<file path="config.mk">
export PLATFORM = sky130hd
export DESIGN_NAME = touch_gesture_playback_queue_top
export DESIGN_NICKNAME = d
export VERILOG_FILES = /design/src/tgpq_pkg.sv /design/src/tgpq_point_unit.sv /design/src/tgpq_sample_store.sv /design/src/touch_gesture_playback_queue_top.sv
export SDC_FILE = /design/constraint.sdc
export NUM_CORES = 2
export LEC_CHECK = 0
export BUFFER_PORTS_ARGS = -buffer_cell sky130_fd_sc_hd__buf_2
export CORE_MARGIN = 2
export CORE_UTILIZATION = 30
export DETAILED_ROUTE_END_ITERATION = 8
export GPL_TIMING_DRIVEN = 0
export HOLD_SLACK_MARGIN = 0.02
export PLACE_DENSITY = 0.51
export SYNTH_ARGS = -nofsm -noshare
export SYNTH_HDL_FRONTEND = slang
export SYNTH_SLANG_ARGS = --single-unit
</file>
<file path="constraint.sdc">
create_clock -name clock -period 8.8 [get_ports clock]
set_clock_uncertainty 0.2 [all_clocks]
set_input_delay 0.44 -clock clock [delete_from_list [all_inputs] [get_ports clock]]
set_output_delay 0.44 -clock clock [all_outputs]
set_load 0.01 [all_outputs]
</file>
<file path="src/tgpq_pkg.sv">
// Shared types, constants and helper functions of the touch gesture playback queue.
// Used by the point unit, sample store and top level; depends on nothing else.
package tgpq_pkg;

   localparam int QUEUE_DEPTH      = 32;
   localparam int SLOT_W           = $clog2(QUEUE_DEPTH);
   localparam int LEVEL_W          = $clog2(QUEUE_DEPTH + 1);
   localparam int STEP_W           = 4;
   localparam int COORD_W          = 16;
   localparam int SIZE_W           = 13;
   localparam int HOLD_W           = 31;
   localparam int TIME_W           = 32;
   localparam int REQ_DATA_W       = 128;
   localparam int RSP_DATA_W       = 48;

   localparam logic [HOLD_W-1:0] TAP_HOLD_MS      = HOLD_W'(50);
   localparam logic [HOLD_W-1:0] SWIPE_RELEASE_MS = HOLD_W'(40);
   localparam logic [HOLD_W-1:0] SWIPE_MIN_MS     = HOLD_W'(80);
   localparam int                SWIPE_STEPS      = 8;
   localparam int                SWIPE_SHIFT      = $clog2(SWIPE_STEPS);

   localparam logic [STEP_W-1:0] TAP_LAST_STEP    = STEP_W'(1);
   localparam logic [STEP_W-1:0] SWIPE_LAST_STEP  = STEP_W'(SWIPE_STEPS + 1);

   localparam logic CSR_WIDTH  = 1'b0;
   localparam logic CSR_HEIGHT = 1'b1;

   typedef enum logic [1:0] {
      REQ_TAP   = 2'd0,
      REQ_SWIPE = 2'd1,
      REQ_WAIT  = 2'd2,
      REQ_POLL  = 2'd3
   } req_kind_type;

   typedef struct packed {
      logic [HOLD_W-1:0]         hold;
      logic                      pressed;
      logic signed [COORD_W-1:0] y;
      logic signed [COORD_W-1:0] x;
   } sample_type;

   typedef struct packed {
      req_kind_type              kind;
      logic signed [COORD_W-1:0] xs;
      logic signed [COORD_W-1:0] ys;
      logic signed [COORD_W-1:0] xe;
      logic signed [COORD_W-1:0] ye;
      logic signed [COORD_W:0]   dx;
      logic signed [COORD_W:0]   dy;
      logic [HOLD_W-1:0]         dur;
   } job_type;

   typedef struct packed {
      logic              en;
      logic [SLOT_W-1:0] slot;
      sample_type        data;
   } store_wr_type;

   function automatic logic signed [COORD_W-1:0] clamp_axis(
      logic signed [COORD_W-1:0] v,
      logic [SIZE_W-1:0]         size
   );
      logic [SIZE_W-1:0]         top_m1;
      logic signed [COORD_W-1:0] top_s;
      logic signed [COORD_W-1:0] r;
      top_m1 = (size == '0) ? '0 : size - SIZE_W'(1);
      top_s  = $signed(COORD_W'(top_m1));
      if (v < 0) begin
         r = '0;
      end else if (v > top_s) begin
         r = top_s;
      end else begin
         r = v;
      end
      return r;
   endfunction

   function automatic logic signed [COORD_W-1:0] interp_axis(
      logic signed [COORD_W-1:0] s,
      logic signed [COORD_W:0]   d,
      logic [STEP_W-1:0]         k
   );
      logic signed [COORD_W+STEP_W+1:0] p;
      logic signed [COORD_W+STEP_W+1:0] q;
      p = (COORD_W+STEP_W+2)'(d) * $signed((COORD_W+STEP_W+2)'(k));
      q = p[COORD_W+STEP_W+1] ? p + (COORD_W+STEP_W+2)'(SWIPE_STEPS - 1) : p;
      q = q >>> SWIPE_SHIFT;
      return s + q[COORD_W-1:0];
   endfunction

endpackage

</file>
<file path="src/tgpq_point_unit.sv">
// Shared sample generator: builds one queue sample per cycle for the step in hand.
// Depends on tgpq_pkg for the job, sample types and the clamp and interpolation functions.
module tgpq_point_unit (
   input  tgpq_pkg::job_type                   job,
   input  logic [tgpq_pkg::STEP_W-1:0]         step,
   input  logic signed [tgpq_pkg::COORD_W-1:0] cur_x,
   input  logic signed [tgpq_pkg::COORD_W-1:0] cur_y,
   input  logic [tgpq_pkg::SIZE_W-1:0]         screen_width,
   input  logic [tgpq_pkg::SIZE_W-1:0]         screen_height,
   output tgpq_pkg::sample_type                sample,
   output logic                                last_step
);

   logic [tgpq_pkg::HOLD_W-1:0] swipe_ms;
   logic [tgpq_pkg::HOLD_W-1:0] swipe_hold;

   always_comb begin
      swipe_ms   = (job.dur < tgpq_pkg::SWIPE_MIN_MS) ? tgpq_pkg::SWIPE_MIN_MS : job.dur;
      swipe_hold = swipe_ms >> tgpq_pkg::SWIPE_SHIFT;
      sample     = '0;
      last_step  = 1'b1;
      unique case (job.kind)
         tgpq_pkg::REQ_TAP: begin
            sample.x       = tgpq_pkg::clamp_axis(job.xs, screen_width);
            sample.y       = tgpq_pkg::clamp_axis(job.ys, screen_height);
            sample.pressed = (step == '0);
            sample.hold    = tgpq_pkg::TAP_HOLD_MS;
            last_step      = (step == tgpq_pkg::TAP_LAST_STEP);
         end
         tgpq_pkg::REQ_SWIPE: begin
            last_step = (step == tgpq_pkg::SWIPE_LAST_STEP);
            if (step == '0) begin
               sample.x       = job.xs;
               sample.y       = job.ys;
               sample.pressed = 1'b1;
               sample.hold    = swipe_hold;
            end else if (last_step) begin
               sample.x       = job.xe;
               sample.y       = job.ye;
               sample.pressed = 1'b0;
               sample.hold    = tgpq_pkg::SWIPE_RELEASE_MS;
            end else begin
               sample.x       = tgpq_pkg::interp_axis(job.xs, job.dx, step);
               sample.y       = tgpq_pkg::interp_axis(job.ys, job.dy, step);
               sample.pressed = 1'b1;
               sample.hold    = swipe_hold;
            end
         end
         tgpq_pkg::REQ_WAIT: begin
            sample.x       = cur_x;
            sample.y       = cur_y;
            sample.pressed = 1'b0;
            sample.hold    = job.dur;
         end
         default: begin
            sample    = '0;
            last_step = 1'b1;
         end
      endcase
   end

endmodule

</file>
<file path="src/tgpq_sample_store.sv">
// Sample queue storage: one write port and one registered read port.
// Depends on tgpq_pkg for the depth, slot width and sample layout.
module tgpq_sample_store (
   input  logic                              clock,
   input  tgpq_pkg::store_wr_type            wr,
   input  logic [tgpq_pkg::SLOT_W-1:0]       rd_slot,
   output tgpq_pkg::sample_type              rd_data
);

   tgpq_pkg::sample_type mem [tgpq_pkg::QUEUE_DEPTH];
   tgpq_pkg::sample_type rd_data_ff;

   always_ff @(posedge clock) begin
      if (wr.en) begin
         mem[wr.slot] <= wr.data;
      end
      rd_data_ff <= mem[rd_slot];
   end

   assign rd_data = rd_data_ff;

endmodule

</file>
<file path="src/touch_gesture_playback_queue_top.sv">
// Top level of the touch gesture playback queue: sequencer, pointer state and ports.
// Depends on tgpq_pkg, tgpq_point_unit and tgpq_sample_store.
//
// Requests arrive as beats on the req_ channel (kind in req_tuser, points, duration
// and current tick in req_tdata); each gives exactly one response beat on rsp_.
// A tap, swipe or wait writes its samples into the queue one per cycle through the
// single point unit and store write port, dropping those that find the queue full;
// a poll reads the queue head, pops it when due and reports pointer ownership. The
// block takes one request at a time, passing through push or read and pop, then done,
// until req_tready rises again; the response beat is registered and appears in the
// same cycle in which req_tready returns.
// A finished response waits in its output register while the next request is
// accepted; the following response is held back until the waiting beat is taken.
// Screen size registers are written on the csr_ channel, which is always ready.
// Synchronous reset empties the queue, clears the pointer and due time, and sets
// the screen to 240 by 320; queue storage itself is not cleared.
module touch_gesture_playback_queue_top (
   input  logic                                 clock,
   input  logic                                 reset,
   input  logic                                 req_tvalid,
   output logic                                 req_tready,
   // x_start, y_start, x_end, y_end, duration_ms, now_ms, zero pad
   input  logic [tgpq_pkg::REQ_DATA_W-1:0]      req_tdata,
   // req_type
   input  logic [1:0]                           req_tuser,
   output logic                                 rsp_tvalid,
   input  logic                                 rsp_tready,
   // owns_pointer, point_x, point_y, pressed, samples_queued, queue_level, zero pad
   output logic [tgpq_pkg::RSP_DATA_W-1:0]      rsp_tdata,
   input  logic                                 csr_valid,
   output logic                                 csr_ready,
   input  logic                                 csr_index,
   input  logic [tgpq_pkg::SIZE_W-1:0]          csr_data
);

   typedef enum logic [4:0] {
      S_IDLE = 5'b00001,
      S_PUSH = 5'b00010,
      S_READ = 5'b00100,
      S_POP  = 5'b01000,
      S_DONE = 5'b10000
   } state_type;

   state_type                            state_ff, state_in;
   tgpq_pkg::job_type                    job_ff, job_in;
   logic [tgpq_pkg::STEP_W-1:0]          step_ff, step_in;
   logic [3:0]                           count_ff, count_in;
   logic [tgpq_pkg::TIME_W-1:0]          now_ff, now_in;
   logic [tgpq_pkg::SIZE_W-1:0]          width_ff, width_in;
   logic [tgpq_pkg::SIZE_W-1:0]          height_ff, height_in;
   logic [tgpq_pkg::SLOT_W-1:0]          rd_slot_ff, rd_slot_in;
   logic [tgpq_pkg::SLOT_W-1:0]          wr_slot_ff, wr_slot_in;
   logic [tgpq_pkg::LEVEL_W-1:0]         fill_ff, fill_in;
   logic signed [tgpq_pkg::COORD_W-1:0]  cur_x_ff, cur_x_in;
   logic signed [tgpq_pkg::COORD_W-1:0]  cur_y_ff, cur_y_in;
   logic                                 cur_pr_ff, cur_pr_in;
   logic [tgpq_pkg::TIME_W-1:0]          due_ff, due_in;
   logic                                 rsp_valid_ff, rsp_valid_in;
   logic [tgpq_pkg::RSP_DATA_W-1:0]      rsp_data_ff, rsp_data_in;

   tgpq_pkg::sample_type                 sample;
   tgpq_pkg::sample_type                 head;
   tgpq_pkg::store_wr_type               wr;
   logic                                 last_step;
   logic                                 full;
   logic                                 owns;
   logic [tgpq_pkg::HOLD_W-1:0]          pop_hold;

   tgpq_point_unit u_point_unit (
      .job           (job_ff),
      .step          (step_ff),
      .cur_x         (cur_x_ff),
      .cur_y         (cur_y_ff),
      .screen_width  (width_ff),
      .screen_height (height_ff),
      .sample        (sample),
      .last_step     (last_step)
   );

   tgpq_sample_store u_sample_store (
      .clock   (clock),
      .wr      (wr),
      .rd_slot (rd_slot_ff),
      .rd_data (head)
   );

   assign req_tready = (state_ff == S_IDLE);
   assign csr_ready  = 1'b1;
   assign rsp_tvalid = rsp_valid_ff;
   assign rsp_tdata  = rsp_data_ff;

   assign full     = (fill_ff == tgpq_pkg::LEVEL_W'(tgpq_pkg::QUEUE_DEPTH));
   assign pop_hold = (head.hold == '0) ? tgpq_pkg::HOLD_W'(1) : head.hold;

   always_comb begin
      wr.en   = (state_ff == S_PUSH) && !full;
      wr.slot = wr_slot_ff;
      wr.data = sample;
   end

   always_comb begin
      state_in     = state_ff;
      job_in       = job_ff;
      step_in      = step_ff;
      count_in     = count_ff;
      now_in       = now_ff;
      width_in     = width_ff;
      height_in    = height_ff;
      rd_slot_in   = rd_slot_ff;
      wr_slot_in   = wr_slot_ff;
      fill_in      = fill_ff;
      cur_x_in     = cur_x_ff;
      cur_y_in     = cur_y_ff;
      cur_pr_in    = cur_pr_ff;
      due_in       = due_ff;
      rsp_valid_in = rsp_valid_ff && !rsp_tready;
      rsp_data_in  = rsp_data_ff;
      owns         = 1'b0;

      if (csr_valid && csr_ready) begin
         unique case (csr_index)
            tgpq_pkg::CSR_WIDTH:  width_in  = csr_data;
            tgpq_pkg::CSR_HEIGHT: height_in = csr_data;
            default: ;
         endcase
      end

      unique case (state_ff)
         S_IDLE: begin
            if (req_tvalid) begin
               job_in.kind = tgpq_pkg::req_kind_type'(req_tuser);
               job_in.xs   = req_tdata[15:0];
               job_in.ys   = req_tdata[31:16];
               job_in.xe   = req_tdata[47:32];
               job_in.ye   = req_tdata[63:48];
               job_in.dx   = $signed({req_tdata[47], req_tdata[47:32]})
                           - $signed({req_tdata[15], req_tdata[15:0]});
               job_in.dy   = $signed({req_tdata[63], req_tdata[63:48]})
                           - $signed({req_tdata[31], req_tdata[31:16]});
               job_in.dur  = req_tdata[94:64];
               now_in      = req_tdata[126:95];
               step_in     = '0;
               count_in    = '0;
               state_in    = (req_tuser == tgpq_pkg::REQ_POLL) ? S_READ : S_PUSH;
            end
         end
         S_PUSH: begin
            if (!full) begin
               wr_slot_in = (wr_slot_ff == tgpq_pkg::SLOT_W'(tgpq_pkg::QUEUE_DEPTH - 1))
                          ? '0 : wr_slot_ff + tgpq_pkg::SLOT_W'(1);
               fill_in    = fill_ff + tgpq_pkg::LEVEL_W'(1);
               count_in   = count_ff + 4'd1;
            end
            step_in = step_ff + tgpq_pkg::STEP_W'(1);
            if (last_step) begin
               state_in = S_DONE;
            end
         end
         S_READ: begin
            state_in = S_POP;
         end
         S_POP: begin
            if ((fill_ff != '0) && (now_ff >= due_ff)) begin
               rd_slot_in = (rd_slot_ff == tgpq_pkg::SLOT_W'(tgpq_pkg::QUEUE_DEPTH - 1))
                          ? '0 : rd_slot_ff + tgpq_pkg::SLOT_W'(1);
               fill_in    = fill_ff - tgpq_pkg::LEVEL_W'(1);
               cur_x_in   = head.x;
               cur_y_in   = head.y;
               cur_pr_in  = head.pressed;
               due_in     = now_ff + tgpq_pkg::TIME_W'(pop_hold);
            end
            state_in = S_DONE;
         end
         S_DONE: begin
            owns = (job_ff.kind == tgpq_pkg::REQ_POLL)
                && ((fill_ff != '0) || cur_pr_ff || (now_ff < due_ff));
            if (!rsp_valid_ff || rsp_tready) begin
               rsp_valid_in = 1'b1;
               rsp_data_in  = {4'd0, 6'(fill_ff), count_ff, cur_pr_ff,
                               cur_y_ff, cur_x_ff, owns};
               state_in     = S_IDLE;
            end
         end
         default: begin
            state_in = S_IDLE;
         end
      endcase
   end

   always_ff @(posedge clock) begin
      if (reset) begin
         state_ff     <= S_IDLE;
         width_ff     <= tgpq_pkg::SIZE_W'(240);
         height_ff    <= tgpq_pkg::SIZE_W'(320);
         rd_slot_ff   <= '0;
         wr_slot_ff   <= '0;
         fill_ff      <= '0;
         cur_x_ff     <= '0;
         cur_y_ff     <= '0;
         cur_pr_ff    <= 1'b0;
         due_ff       <= '0;
         rsp_valid_ff <= 1'b0;
         step_ff      <= '0;
         count_ff     <= '0;
      end else begin
         state_ff     <= state_in;
         width_ff     <= width_in;
         height_ff    <= height_in;
         rd_slot_ff   <= rd_slot_in;
         wr_slot_ff   <= wr_slot_in;
         fill_ff      <= fill_in;
         cur_x_ff     <= cur_x_in;
         cur_y_ff     <= cur_y_in;
         cur_pr_ff    <= cur_pr_in;
         due_ff       <= due_in;
         rsp_valid_ff <= rsp_valid_in;
         step_ff      <= step_in;
         count_ff     <= count_in;
      end
   end

   always_ff @(posedge clock) begin
      job_ff      <= job_in;
      now_ff      <= now_in;
      rsp_data_ff <= rsp_data_in;
   end

endmodule

</file>
==> flow_metrics.env <==
export IMPL_grt_max_degree=105
export IMPL_finalSetupViolations=0
export IMPL_drive_gt1_share_pct=22.88
export IMPL_drc=0
export IMPL_finalMaxSlewViolations=10
export IMPL_via_count=57510
export IMPL_synth_top_family_by_area="multiplexers"
export IMPL_fillers=32180
export IMPL_drv_cap=1
export IMPL_arrival_ns=8.62
export IMPL_power_switching_mw=5.499
export IMPL_netlist_instances=5814
export IMPL_die_x_um=591.5
export IMPL_clockBufferDepth=4
export IMPL_ant_nets=0
export IMPL_clock_latency_ns=0.93
export IMPL_slew_headroom_pct=-0.2158
export IMPL_grt_ovfl_total=0
export IMPL_use_met1_pct=24.03
export IMPL_multi_input_area_um2=30450
export IMPL_yosysMostFrequentCell="edfxtp_1"
export IMPL_cts_sinks=2440
export IMPL_yosysWarnings=0
export IMPL_cts_buffers=248
export IMPL_max_freq_mhz=121.0
export IMPL_core_area_um2=343300
export IMPL_final_area_um2=123500
export IMPL_dieArea_um2=349900
export IMPL_rsz0062_at_grt="no"
export IMPL_grt_pass1_wl_mm=443.8
export IMPL_synth_simple_gate_area_share_pct=4.812
export IMPL_global_route_usage_total_pct=17.86
export IMPL_synthXorXnorAreaFrac_pct=1.278
export IMPL_hold_viol_final=0
export IMPL_power_frac_seq_pct=52.3
export IMPL_p_clk_share_pct=43.0
export IMPL_worstHoldPathType="in2reg"
export IMPL_routedWlPerCell_um=27.89
export IMPL_synth_cell_types=79
export IMPL_yosysTopAreaCell="edfxtp_1"
export IMPL_p_leak_nw=40.45
export IMPL_grt_busiest_layer="met2"
export IMPL_use_met3_pct=2.401
export IMPL_cp_end_kind="flip-flop"
export IMPL_crit_path_max_incr_delay_ns=0.63
export IMPL_period_minus_slack_ns=8.266
export IMPL_synth_main_ff_cell="edfxtp_1"
export IMPL_synthAdderAreaFrac_pct=4.514
export IMPL_crit_slowest_cell="a221o_2"
export IMPL_synth_common_cells="2255 x edfxtp_1, 640 x mux4_2, 399 x nand2_1"
export IMPL_grt_pass1_vias=58860
export IMPL_vias_per_cell=5.062
export IMPL_cp_data_required_time_ns=9.15
export IMPL_tns_ns=0
export IMPL_final_period_utilization_pct=93.93
export IMPL_cts_root_buf="clkbuf_16"
export IMPL_avgSynthCellArea_um2=17.81
export IMPL_die_h_um=591.5
export IMPL_ctsHtreeMaxLevel=4
export IMPL_ys_top_cells_by_area="edfxtp_1 65%, mux4_2 14%, dfxtp_1 3.6%"
export IMPL_worstSetupStartpointType="flip-flop"
export IMPL_start_util_pct=30.17
export IMPL_synth_async_reset_ratio_pct=0
export IMPL_num_nets_final=7066
export IMPL_critPathKind="reg2reg"
export IMPL_violations="max-capacitance violations, max-slew violations"
export IMPL_outcome="complete, but fails checks"
export IMPL_synth_edf_count=2255
export IMPL_port_buffers=193
export IMPL_use_met2_pct=30.06
export IMPL_sw_frac_of_total_pct=22.00
export IMPL_ioPinCount=200
export IMPL_firstDrtPassIters=5
export IMPL_dpl_cell_area_um2=113200
export IMPL_place_hpwl_mm=221.2
export IMPL_routed_wl_mm=316.8
export IMPL_pwr_density_cell_nw_per_um2=202.5
export IMPL_synth_area_um2=103500
export IMPL_critPathMaxFanout=32
export IMPL_initialDrtViolationCount=5659
export IMPL_p_comb_share_pct=4.7
export IMPL_ys_seq_area_share_pct=68.97
export IMPL_antenna_found_initial=24
export IMPL_ir_drop_v=0.0001818
export IMPL_rows=215
export IMPL_register_area_um2=71420
export IMPL_synth_seq_cells=2440
export IMPL_p_int_mw=19.50
export IMPL_gp_congestion=0.8326
export IMPL_synthMuxAreaShare_pct=14.68
export IMPL_synthToLayoutAreaGrowth_pct=19.25
export IMPL_synth_compound_area_share_pct=3.669
export IMPL_yosys_area_top_type_share_pct=65.40
export IMPL_cts_tree="yes"
export IMPL_clkTransAtPathRegs_ns=0.06
export IMPL_worstMarginPinSlew_ns=1.503
layout make-up:
| class | instances | share of cell area (%) |
|---|---|---|
| Tap cell | 4557 | 4.617 |
| Antenna cell | 9 | 0.01824 |
| Timing Repair Buffer | 522 | 4.463 |
| Clock buffer | 313 | 5.487 |
| Buffer | 286 | 0.9140 |
| Inverter | 276 | 0.8451 |
| Sequential cell | 2440 | 57.84 |
| Multi-Input combinational cell | 2815 | 24.66 |
| Clock inverter | 144 | 1.156 |
kinds of logic (layout without fill, tap and decap cells):
group,count (synthesis),count (layout)
buffers and inverters,562,1541
muxes,711,711
xor gates and xnor gates,148,148
and+or+nand+nor,1025,1025
AOI/OAI and AO/OA,598,598
other,2,14
DFF,2440,2440
adders and majority gates,328,328
critical path: cells and delay by family (launching register included):
family	cells	cell delay [ns]
xor gates and xnor gates	2	0.28
AOI/OAI and AO/OA	11	3.06
DFF	1	0.38
and+or+nand+nor	5	1.04
adders and majority gates	6	2.17
buffers and inverters	4	0.77
per-stage QoR:
stage / worst slack [ns] / hold WS (ns) / total power, mW / instances / utilization (%)
global route: 0.01870 / 0.03638 / 25.72 / 11350 / 35.97
finish: 0.5338 / 0.07308 / 25.00 / 11360 / 35.97
detailed placement: -0.6182 / 0.2287 / 14.42 / 10700 / 32.97
CTS: 0.04323 / 0.02007 / 25.20 / 11350 / 35.93
floorplan: 1.551 / 0.2174 / 13.89 / 5817 / -
global placement: -1.464 / 0.2196 / 14.36 / 10570 / 32.11
cell usage in the layout (no fill, tap or decap), types with 27 or more instances in the layout:
cell type	synthesis	routed
nor2_1	161	120
a21o_1	61	61
clkbuf_1	242	258
ha_1	252	252
nor4_1	32	32
fa_1	76	76
dlygate4sd3_1	0	193
xnor2_1	95	95
clkinv_2	0	62
and2_1	125	125
buf_1	34	31
mux4_2	640	640
o21ai_0	91	89
nor3_1	57	57
edfxtp_1	2255	2255
nand3_1	57	48
buf_12	0	102
inv_1	276	275
nor2b_1	31	30
mux2_2	64	64
xor2_1	51	51
a21oi_1	221	219
o211ai_1	39	39
nand4_1	30	30
nand2_1	399	396
dfxtp_1	185	185
clkinv_1	0	35
clkbuf_16	0	252
buf_2	4	197
nor2_4	0	32
or3_1	27	27
power by group through the flow:
stage	combinational [mW]	sequential, mW	clock [mW]
final	1.17	13.1	10.7
after global routing	1.29	13.1	11.3
after CTS	1.16	13.1	11.0
after detailed placement	1.08	13.3	0
after global placement	0.985	13.4	0
after floorplan	0.626	13.3	0
final timing paths:
check,endpoint,startpoint,depth (start not counted),slack [ns]
worst max-delay path,u_sample_store.mem[12][28]$_DFFE_PP_,step_ff[3]$_SDFFE_PP0P_,28,0.53
worst min-delay path,job_ff[66]$_DFFE_PP_,req_tdata[49],2,0.07
worst max register to register,u_sample_store.mem[12][28]$_DFFE_PP_,step_ff[3]$_SDFFE_PP0P_,28,0.53
worst min register to register,cur_x_ff[12]$_SDFFE_PP0P_,u_sample_store.rd_data[12]$_DFF_P_,2,0.21
per-layer routing:
layer | up-vias | wire length, um | part of all wire, %
li1 | 24520 | - | -
met1 | 30670 | 132900 | 42
met2 | 1891 | 154200 | 49
met3 | 434 | 19710 | 6.2
met4 | 2 | 10010 | 3.2
met5 | - | 13 | 0.0041
sequential cells by signal, summed over array words and instances, names as in the netlist:
signal,flops
count_ff,4
wr_slot_ff,5
height_ff,13
now_ff,32
due_ff,32
u_sample_store.rd_data,64
rsp_tvalid,1
width_ff,13
cur_y_ff,16
fill_ff,6
job_ff,131
rsp_tdata,44
u_sample_store.mem,2048
rd_slot_ff,5
state_ff,5
cur_pr_ff,1
cur_x_ff,16
step_ff,4
repair_timing:
item	in CTS	in global routing
pin swaps	0	1
gates resized for setup	14	16
endpoints found under the setup margin	352	488
buffers inserted	0	0
endpoints found under the hold margin	214	0
cloned	0	0
hold buffers	193	0
Note: power is estimated with default switching activity, not from simulation.
